`src/mstt_pkg.sv`:
```
// Shared types and constants for the multi-slot task timer.
package mstt_pkg;

    localparam int MAX_RES = 8;

    typedef enum logic [2:0] {
        MODE_TICK     = 3'd0,
        MODE_ADD      = 3'd1,
        MODE_ADD_PRE  = 3'd2,
        MODE_PAUSE    = 3'd3,
        MODE_CONTINUE = 3'd4,
        MODE_DISABLE  = 3'd5
    } t_mode;

    typedef enum logic [2:0] {
        ST_OFF   = 3'd0,
        ST_ON    = 3'd1,
        ST_ADD   = 3'd2,
        ST_PAUSE = 3'd3,
        ST_TOOFF = 3'd4
    } t_status;

    typedef enum logic [1:0] {
        KIND_SINGLE = 2'd0,
        KIND_CONT   = 2'd1,
        KIND_PRE    = 2'd2
    } t_kind;

    typedef struct packed {
        t_kind       kind;
        logic [15:0] period;
        logic [15:0] count;
        logic [15:0] predelay;
    } t_entry;

    typedef enum logic [7:0] {
        S_IDLE  = 8'b0000_0001,
        S_TRD   = 8'b0000_0010,
        S_TEX   = 8'b0000_0100,
        S_TEND  = 8'b0000_1000,
        S_FIND  = 8'b0001_0000,
        S_DIV1  = 8'b0010_0000,
        S_DIV2  = 8'b0100_0000,
        S_REPLY = 8'b1000_0000
    } t_state;

endpackage

```
`src/multi_slot_task_timer.sv`:
```
// Multi-slot task timer: slot table, command sequencer and shared adder/divider.
//
// Input channel (s_axis): one command per transaction; tuser carries the mode
// (tick, add, add with predelay, pause, continue, disable), tdata the operands.
// Output channel (m_axis): result transactions; tuser is the event kind
// (expiry or add reply), tdata the slot and full flag, tlast marks the final
// result of a command. Ticks without expiry and slot commands give none.
// Configuration: i_cfg_we writes the tick period in ms from i_cfg_data.
// Throughput: one command at a time; s_axis_tready is high only when idle.
// Every command is accepted in idle; pause, continue and disable need nothing
// more. A tick then reads each slot in turn, steps each running slot and
// closes with the tick end, bound by the single read port of
// the slot memory and the one shared adder. An add then searches for a free
// slot, divides on the shared adder (one quotient bit per cycle, twice with
// predelay) unless the table is full, and sends one reply.
// A stalled receiver holds the sequencer only when a new result must leave
// while the output register is still full.
// Reset clears the slot status, marks all slot entries unwritten (they read
// as zero) and sets the tick period to 1; no clearing pass is needed.
module multi_slot_task_timer
    import mstt_pkg::*;
#(
    parameter int SLOTS = 8
) (
    input  logic        i_clk,
    input  logic        i_rst_n,
    input  logic        i_cfg_we,
    input  logic [7:0]  i_cfg_data,
    input  logic        s_axis_tvalid,
    output logic        s_axis_tready,
    // slot_sel[2:0], interval_ms[18:3], predelay_ms[34:19], repeat_kind[35], zero pad
    input  logic [39:0] s_axis_tdata,
    // mode[2:0]
    input  logic [2:0]  s_axis_tuser,
    output logic        m_axis_tvalid,
    input  logic        m_axis_tready,
    // slot_out[2:0], table_full[3], zero pad
    output logic [7:0]  m_axis_tdata,
    // event_kind[0]
    output logic [0:0]  m_axis_tuser,
    output logic        m_axis_tlast
);

    localparam int IW = (SLOTS > 1) ? $clog2(SLOTS) : 1;

    t_state        r_state, n_state;
    logic [7:0]    r_tick;
    t_status       r_status [SLOTS];
    logic          r_wr [SLOTS];
    t_entry        r_mem [SLOTS];
    t_entry        r_rd;
    logic          r_rd_wr;
    logic [IW-1:0] r_idx;
    logic [IW-1:0] r_slot;
    logic          r_full;
    logic          r_is_pre;
    t_kind         r_kind;
    logic [15:0]   r_ival;
    logic [15:0]   r_pdly;
    logic [15:0]   r_period;
    logic [15:0]   r_pre;
    logic [7:0]    r_rem;
    logic [15:0]   r_quo;
    logic [3:0]    r_dcnt;
    logic [3:0]    r_nres;
    logic          r_hold_v;
    logic [2:0]    r_hold_slot;
    logic          r_out_valid;
    logic [2:0]    r_out_slot;
    logic          r_out_full;
    logic          r_out_kind;
    logic          r_out_last;

    logic          w_in_acc;
    logic          w_out_free;
    logic          w_out_load;
    logic          w_last_idx;
    logic [7:0]    w_div;
    t_entry        w_entry;
    logic          w_is_pre;
    logic [15:0]   w_a;
    logic [15:0]   w_b;
    logic          w_cin;
    logic [16:0]   w_sum;
    logic [8:0]    w_rem_sh;
    logic          w_ge;
    logic [7:0]    n_rem;
    logic [15:0]   n_quo;
    logic [15:0]   w_res;
    logic          w_hit;
    logic          w_pre_zero;
    logic          w_emit;
    logic          w_stall;
    logic          w_mem_we;
    logic [IW-1:0] w_mem_addr;
    t_entry        w_mem_wdata;
    logic [IW-1:0] w_sel_idx;
    logic          w_sel_ok;

    assign s_axis_tready = (r_state == S_IDLE);
    assign w_in_acc      = s_axis_tvalid && s_axis_tready;
    assign w_out_free    = !r_out_valid || m_axis_tready;
    assign w_last_idx    = (r_idx == IW'(SLOTS - 1));
    assign w_div         = (r_tick == 8'd0) ? 8'd1 : r_tick;
    assign w_sel_idx     = IW'(s_axis_tdata[2:0]);
    assign w_sel_ok      = (7'(s_axis_tdata[2:0]) < 7'(SLOTS));

    assign m_axis_tvalid = r_out_valid;
    assign m_axis_tdata  = {4'b0000, r_out_full, r_out_slot};
    assign m_axis_tuser  = r_out_kind;
    assign m_axis_tlast  = r_out_last;

    assign w_entry  = r_rd_wr ? r_rd : '0;
    assign w_is_pre = (w_entry.kind == KIND_PRE);
    assign w_rem_sh = {r_rem, r_quo[15]};

    // shared adder: count increment or predelay decrement on ticks, trial subtract while dividing
    always_comb begin
        if (r_state == S_TEX) begin
            w_a   = w_is_pre ? w_entry.predelay : w_entry.count;
            w_b   = w_is_pre ? 16'hFFFF : 16'h0000;
            w_cin = !w_is_pre;
        end else begin
            w_a   = {7'b0, w_rem_sh};
            w_b   = ~{8'b0, w_div};
            w_cin = 1'b1;
        end
    end

    assign w_sum      = {1'b0, w_a} + {1'b0, w_b} + 17'(w_cin);
    assign w_ge       = w_sum[16];
    assign n_rem      = w_ge ? w_sum[7:0] : w_rem_sh[7:0];
    assign n_quo      = {r_quo[14:0], w_ge};
    assign w_res      = w_sum[15:0];
    assign w_hit      = !w_is_pre && (w_res == w_entry.period);
    assign w_pre_zero = w_is_pre && (w_res == 16'h0000);
    assign w_emit     = w_hit && (r_nres < 4'(MAX_RES));
    assign w_stall    = w_emit && r_hold_v && !w_out_free;
    assign w_out_load = w_out_free && (((r_state == S_TEX) && w_emit && r_hold_v)
                                       || ((r_state == S_TEND) && r_hold_v)
                                       || (r_state == S_REPLY));

    always_comb begin
        w_mem_we    = 1'b0;
        w_mem_addr  = r_idx;
        w_mem_wdata = w_entry;
        if (r_state == S_TEX) begin
            w_mem_we             = !w_stall;
            w_mem_wdata.count    = w_is_pre ? w_entry.count : (w_hit ? 16'h0000 : w_res);
            w_mem_wdata.predelay = w_is_pre ? w_res : w_entry.predelay;
            w_mem_wdata.kind     = w_pre_zero ? KIND_CONT : w_entry.kind;
        end else if (r_state == S_REPLY) begin
            w_mem_we    = w_out_free && !r_full;
            w_mem_addr  = r_slot;
            w_mem_wdata = '{kind: r_kind, period: r_period, count: 16'h0000,
                            predelay: r_pre};
        end
    end

    always_ff @(posedge i_clk) begin
        if (w_mem_we) begin
            r_mem[w_mem_addr] <= w_mem_wdata;
        end
        r_rd <= r_mem[r_idx];
    end

    always_comb begin
        n_state = r_state;
        unique case (r_state)
            S_IDLE: begin
                if (w_in_acc) begin
                    unique case (s_axis_tuser)
                        MODE_TICK:                n_state = S_TRD;
                        MODE_ADD, MODE_ADD_PRE:   n_state = S_FIND;
                        default:                  n_state = S_IDLE;
                    endcase
                end
            end
            S_TRD: begin
                if (r_status[r_idx] == ST_ON) begin
                    n_state = S_TEX;
                end else if (w_last_idx) begin
                    n_state = S_TEND;
                end
            end
            S_TEX: begin
                if (!w_stall) begin
                    n_state = w_last_idx ? S_TEND : S_TRD;
                end
            end
            S_TEND: begin
                if (!r_hold_v || w_out_free) begin
                    n_state = S_IDLE;
                end
            end
            S_FIND: begin
                if (r_status[r_idx] == ST_OFF) begin
                    n_state = S_DIV1;
                end else if (w_last_idx) begin
                    n_state = S_REPLY;
                end
            end
            S_DIV1: begin
                if (r_dcnt == 4'd15) begin
                    n_state = r_is_pre ? S_DIV2 : S_REPLY;
                end
            end
            S_DIV2: begin
                if (r_dcnt == 4'd15) begin
                    n_state = S_REPLY;
                end
            end
            S_REPLY: begin
                if (w_out_free) begin
                    n_state = S_IDLE;
                end
            end
            default: n_state = S_IDLE;
        endcase
    end

    always_ff @(posedge i_clk) begin
        if (!i_rst_n) begin
            r_state     <= S_IDLE;
            r_tick      <= 8'd1;
            r_out_valid <= 1'b0;
            r_hold_v    <= 1'b0;
            r_idx       <= '0;
            r_nres      <= 4'd0;
            r_dcnt      <= 4'd0;
            r_rd_wr     <= 1'b0;
            for (int i = 0; i < SLOTS; i++) begin
                r_status[i] <= ST_OFF;
                r_wr[i]     <= 1'b0;
            end
        end else begin
            r_state <= n_state;
            r_rd_wr <= r_wr[r_idx];
            if (i_cfg_we) begin
                r_tick <= i_cfg_data;
            end
            if (r_out_valid && m_axis_tready && !w_out_load) begin
                r_out_valid <= 1'b0;
            end
            case (r_state)
                S_IDLE: begin
                    if (w_in_acc) begin
                        r_idx    <= '0;
                        r_nres   <= 4'd0;
                        r_hold_v <= 1'b0;
                        r_ival   <= s_axis_tdata[18:3];
                        r_pdly   <= s_axis_tdata[34:19];
                        r_is_pre <= (s_axis_tuser == MODE_ADD_PRE);
                        r_kind   <= (s_axis_tuser == MODE_ADD_PRE) ? KIND_PRE
                                  : t_kind'({1'b0, s_axis_tdata[35]});
                        r_pre    <= 16'h0000;
                        if (w_sel_ok) begin
                            case (s_axis_tuser)
                                MODE_PAUSE: r_status[w_sel_idx] <= ST_PAUSE;
                                MODE_CONTINUE: begin
                                    if (r_status[w_sel_idx] == ST_PAUSE) begin
                                        r_status[w_sel_idx] <= ST_ON;
                                    end
                                end
                                MODE_DISABLE: r_status[w_sel_idx] <= ST_TOOFF;
                                default: ;
                            endcase
                        end
                    end
                end
                S_TRD: begin
                    if (r_status[r_idx] != ST_ON && !w_last_idx) begin
                        r_idx <= r_idx + IW'(1);
                    end
                end
                S_TEX: begin
                    if (!w_stall) begin
                        r_wr[r_idx] <= 1'b1;
                        if (w_pre_zero) begin
                            r_status[r_idx] <= ST_ADD;
                        end
                        if (w_hit && w_entry.kind == KIND_SINGLE) begin
                            r_status[r_idx] <= ST_OFF;
                        end
                        if (w_emit) begin
                            if (r_hold_v) begin
                                r_out_valid <= 1'b1;
                                r_out_slot  <= r_hold_slot;
                                r_out_full  <= 1'b0;
                                r_out_kind  <= 1'b0;
                                r_out_last  <= 1'b0;
                            end
                            r_hold_v    <= 1'b1;
                            r_hold_slot <= 3'(r_idx);
                            r_nres      <= r_nres + 4'd1;
                        end
                        if (!w_last_idx) begin
                            r_idx <= r_idx + IW'(1);
                        end
                    end
                end
                S_TEND: begin
                    if (!r_hold_v || w_out_free) begin
                        for (int i = 0; i < SLOTS; i++) begin
                            if (r_status[i] == ST_TOOFF) begin
                                r_status[i] <= ST_OFF;
                            end else if (r_status[i] == ST_ADD) begin
                                r_status[i] <= ST_ON;
                            end
                        end
                        if (r_hold_v) begin
                            r_out_valid <= 1'b1;
                            r_out_slot  <= r_hold_slot;
                            r_out_full  <= 1'b0;
                            r_out_kind  <= 1'b0;
                            r_out_last  <= 1'b1;
                            r_hold_v    <= 1'b0;
                        end
                    end
                end
                S_FIND: begin
                    if (r_status[r_idx] == ST_OFF) begin
                        r_slot <= r_idx;
                        r_full <= 1'b0;
                        r_rem  <= 8'd0;
                        r_quo  <= r_ival;
                        r_dcnt <= 4'd0;
                    end else if (w_last_idx) begin
                        r_slot <= '0;
                        r_full <= 1'b1;
                    end else begin
                        r_idx <= r_idx + IW'(1);
                    end
                end
                S_DIV1: begin
                    r_dcnt <= r_dcnt + 4'd1;
                    if (r_dcnt == 4'd15) begin
                        r_period <= n_quo;
                        r_rem    <= 8'd0;
                        r_quo    <= r_pdly;
                    end else begin
                        r_rem <= n_rem;
                        r_quo <= n_quo;
                    end
                end
                S_DIV2: begin
                    r_rem  <= n_rem;
                    r_quo  <= n_quo;
                    r_dcnt <= r_dcnt + 4'd1;
                    if (r_dcnt == 4'd15) begin
                        r_pre <= n_quo;
                    end
                end
                S_REPLY: begin
                    if (w_out_free) begin
                        r_out_valid <= 1'b1;
                        r_out_slot  <= 3'(r_slot);
                        r_out_full  <= r_full;
                        r_out_kind  <= 1'b1;
                        r_out_last  <= 1'b1;
                        if (!r_full) begin
                            r_status[r_slot] <= ST_ADD;
                            r_wr[r_slot]     <= 1'b1;
                        end
                    end
                end
                default: ;
            endcase
        end
    end

    a_nres_bound: assert property (@(posedge i_clk) disable iff (!i_rst_n)
        r_nres <= 4'(MAX_RES))
        else $error("result count past limit");

    a_hold_counted: assert property (@(posedge i_clk) disable iff (!i_rst_n)
        r_hold_v |-> (r_nres != 4'd0))
        else $error("held result without count");

    a_reply_last: assert property (@(posedge i_clk) disable iff (!i_rst_n)
        (r_out_valid && r_out_kind) |-> r_out_last)
        else $error("add reply not final");

    a_reply_free: assert property (@(posedge i_clk) disable iff (!i_rst_n)
        (r_state == S_REPLY && !r_full) |-> (r_status[r_slot] == ST_OFF))
        else $error("add reply on busy slot");

    a_tend_done: assert property (@(posedge i_clk) disable iff (!i_rst_n)
        (r_state == S_TEND && !r_hold_v) |=> (r_state == S_IDLE))
        else $error("tick end did not return to idle");

endmodule
```
`config.mk`:
```
export PLATFORM = sky130hd
export DESIGN_NAME = multi_slot_task_timer
export DESIGN_NICKNAME = d
export VERILOG_FILES = /design/src/mstt_pkg.sv /design/src/multi_slot_task_timer.sv
export SDC_FILE = /design/constraint.sdc
export NUM_CORES = 1
export LEC_CHECK = 0
export ABC_AREA = 1
export BUFFER_PORTS_ARGS = -buffer_cell sky130_fd_sc_hd__buf_4
export CAP_MARGIN = 5
export CORE_AREA = 5 5 207 290
export CTS_CLUSTER_SIZE = 10
export DETAILED_ROUTE_END_ITERATION = 12
export DIE_AREA = 0 0 212 295
export PLACE_DENSITY = 0.66
export REMOVE_ABC_BUFFERS = 1
export SYNTH_ARGS = -nofsm -noshare
export SYNTH_HDL_FRONTEND = slang
export SYNTH_SLANG_ARGS = --single-unit
```
`constraint.sdc`:
```
create_clock -name i_clk -period 6.25 [get_ports i_clk]
set_input_delay 0.3125 -clock i_clk [delete_from_list [all_inputs] [get_ports i_clk]]
set_output_delay 0.3125 -clock i_clk [all_outputs]
set_load 0.01 [all_outputs]
```
==> results.json <==
{
  "status": "finished, final reports clean",
  "synth_enable_flop_cells": 527,
  "cts_sinks": 618,
  "ys_seq_area_frac": 0.651,
  "hp-class": "input pin to register",
  "grt_max_degree": 101,
  "drt-vias-per-instance": 5.70,
  "leakage_nw": 11.8,
  "tightest_slew_ns": 1.00,
  "vias": 20300,
  "num_io_pins": 68,
  "grt_pass1_vias": 19800,
  "cts_tree": "built",
  "die_height_um": 295,
  "r2r_setup_slack_ns": 0.49,
  "ys_top_cells_by_count": "edfxtp_1, nor2_1, nand2_1, o21ai_0, inv_1",
  "peakVddDrop_mv": 0.301,
  "drc_errors": 0,
  "diodes": 0,
  "ys.flop_type": "edfxtp_1",
  "die_area_mm2": 0.0625,
  "r2r_end": "r_mem[6][42]",
  "cts_buffers": 72,
  "finalSetupViolCount": 0,
  "drt_wl_total_um": 72000,
  "synth_cell_types": 55,
  "r2r_start": "r_state[4]",
  "period_share": 0.921,
  "finalCriticalPeriod_ns": 5.76,
  "clk_pin_slew_ns": 0.06,
  "startpoint_type": "register",
  "drive_gt1_frac": 0.100,
  "cts_root_buffer": "clkbuf_16",
  "endpoint_kind": "register",
  "hold_ws_ns": 0.0369,
  "synth_area_mm2": 0.0271,
  "cts_max_level": 3,
  "avgRoutedWirePerCell_um": 20.2,
  "grt_pass1_wl_um": 111000,
  "path_class": "register to register",
  "min-delay-start": "i_cfg_data[4]",
  "drtIter0Drc": 1809,
  "synth.most_common_cell": "edfxtp_1",
  "gp_congestion": 0.947,
  "initial_core_util": 0.475,
  "hold_viol_final": 0,
  "synth_top_area_cell": "edfxtp_1",
  "antenna_found_initial": 0,
  "worstSkewPairLatency_ns": 0.62,
  "rows": 104,
  "drtPass1Iterations": 6,
  "arrival_ns": 6.00,
  "ant_nets": 0,
  "fmax_ghz": 0.174,
  "num-nets-final": 2836,
  "post-dp-hpwl_um": 44900,
  "synth_top_area_share": 0.584,
  "holdPathStages": 3,
  "grt_usage": 0.227,
  "synthTopCellsByArea": "edfxtp_1, nor2_1, dfxtp_1",
  "ys_warn_count": 0,
  "cp_max_fo": 34,
  "io_buffers": 59,
  "max_slew_margin": 0.324,
  "hold_path_end": "r_tick[4]",
  "num-fill-cells": 4747,
  "finalPower_mw": 11.7,
  "cts_buffer_depth": 3,
  "drv_cap": 0,
  "postSynthAreaPerCell_um2": 10.3,
  "die_w_um": 212,
  "ys_async_sr_fraction": 0,
  "finClkSkew_ns": 0.0210,
  "r2r_cells": 29,
  "synth-seq-cells": 618,
  "worst_path_largest_cell_delay_ns": 0.51,
  "worst_ep_required_time_ns": 6.49,
  "startpoint": "r_state[4]",
  "final_max_slew_viol_count": 0,
  "powerDensity_mw_per_mm2": 373,
  "grt_overflow_total": 0,
  "syn-instance-count": 2634,
  "syn2layout_area_growth_pct": 15.3,
  "crit_top_cell": "nand2_1",
  "cp_slowest_cell": "buf_4",
  "core_mm2": 0.0571
}
[per-layer routing]
layer / global-route usage / up-vias / wire, um
li1: - / 9513 / -
met1: 0.291 / 9910 / 29300
met2: 0.395 / 707 / 36300
met3: 0.0328 / 148 / 4240
met4: 0.0841 / 0 / 2140
met5: 0 / - / 0
[worst max path at each step]
| stage | slack (ns) | end |
|---|---|---|
| after CTS | 0.12 | r_mem[5][42] |
| after detailed placement | 0.16 | r_mem[5][48] |
| after global routing | -0.02 | r_mem[6][31] |
| final | 0.49 | r_mem[6][42] |
| after floorplan | -2.35 | r_status[1][0] |
| after global placement | 0.15 | r_mem[4][17] |
[repair_timing]
item                                    CTS  global route
buffers inserted                          0            37
endpoints found under the hold margin    39             0
resized for setup                         0             2
endpoints found under the setup margin    0           276
hold buffers                             42             0
[layout by cell type, fill, tap and decap left out, drive strengths merged, types with 2 or more instances in the layout]
master,netlist,final
nor2,500,500
a211oi,9,9
or2,3,3
ha,20,20
nand3b,6,6
clkbuf,115,124
a311oi,2,2
o211ai,4,4
a32o,6,6
o22ai,53,53
edfxtp,527,527
dfxtp,91,91
o31ai,3,3
o311ai,3,3
nand2,338,338
dlygate4sd3,0,42
conb,1,4
and2,2,2
fa,2,2
o21bai,2,2
o21ai,306,306
a31oi,68,68
nor3,25,25
a21oi,86,86
nand3,114,114
xor2,3,3
buf,19,139
inv,229,232
a22oi,4,4
o32ai,3,3
o221ai,28,28
o21a,2,2
clkinv,4,10
nor4,12,12
nand4,37,37
[per-stage QoR]
stage          cell area, um^2   util  worst slack, ns  cells  setup TNS (ns)
2_1_floorplan            26600      -            -2.35   2503         -946.15
3_3_place_gp             28400  0.497            0.149   3347               0
3_5_place_dp             28400  0.497            0.160   3347               0
4_1_cts                  30900  0.542            0.118   3522               0
5_1_grt                  31300  0.547          -0.0192   3559          -0.232
6_report                 31300  0.547            0.493   3559               0
[report_power, final]
group	total [mW]	switching, mW	leakage [nW]	internal, mW
Sequential	5.29	0.291	5.65	5.00
Combinational	2.54	1.81	5.19	0.736
Clock	3.82	1.63	1.02	2.20
Total	11.7	3.72	11.8	7.93
[state kept, by name (all words and copies together) (netlist names), 3 cells and up, named ones only]
signal,cells
r_nres,4
r_ival,16
r_hold_slot,3
r_rd,50
r_slot,3
r_wr,8
r_period,16
r_dcnt,4
r_state,8
r_quo,16
r_tick,8
r_out_slot,3
r_pre,16
r_pdly,16
r_mem,400
r_status,24
r_idx,3
r_rem,8
[layout make-up]
cell class	count	area (um^2)	share of cell area
inverters	233	880	0.0281
clock inverters	9	145	0.00464
repair buffers	181	1490	0.0478
flip-flops and latches	618	17700	0.565
multi-input cells	1652	8160	0.261
well taps	742	928	0.0297
clock buffers	124	2000	0.0639
[cells by family after synthesis]
group | after synthesis | synth area share
fa+ha+maj | 22 | 0.0107
flops | 618 | 0.651
buf+inv | 367 | 0.0518
other cells | 1 | 0.000138
simple gates | 1037 | 0.161
compound gates | 585 | 0.123
xor+xnor | 4 | 0.00185
[critical path: cells and delay by family (launching register included)]
family / cells / cell delay (ns)
simple gates: 18 / 2.65
flops: 1 / 0.32
fa+ha+maj: 1 / 0.32
compound gates: 2 / 0.43
buf+inv: 8 / 1.58
Power figures use the tool's default switching activity.
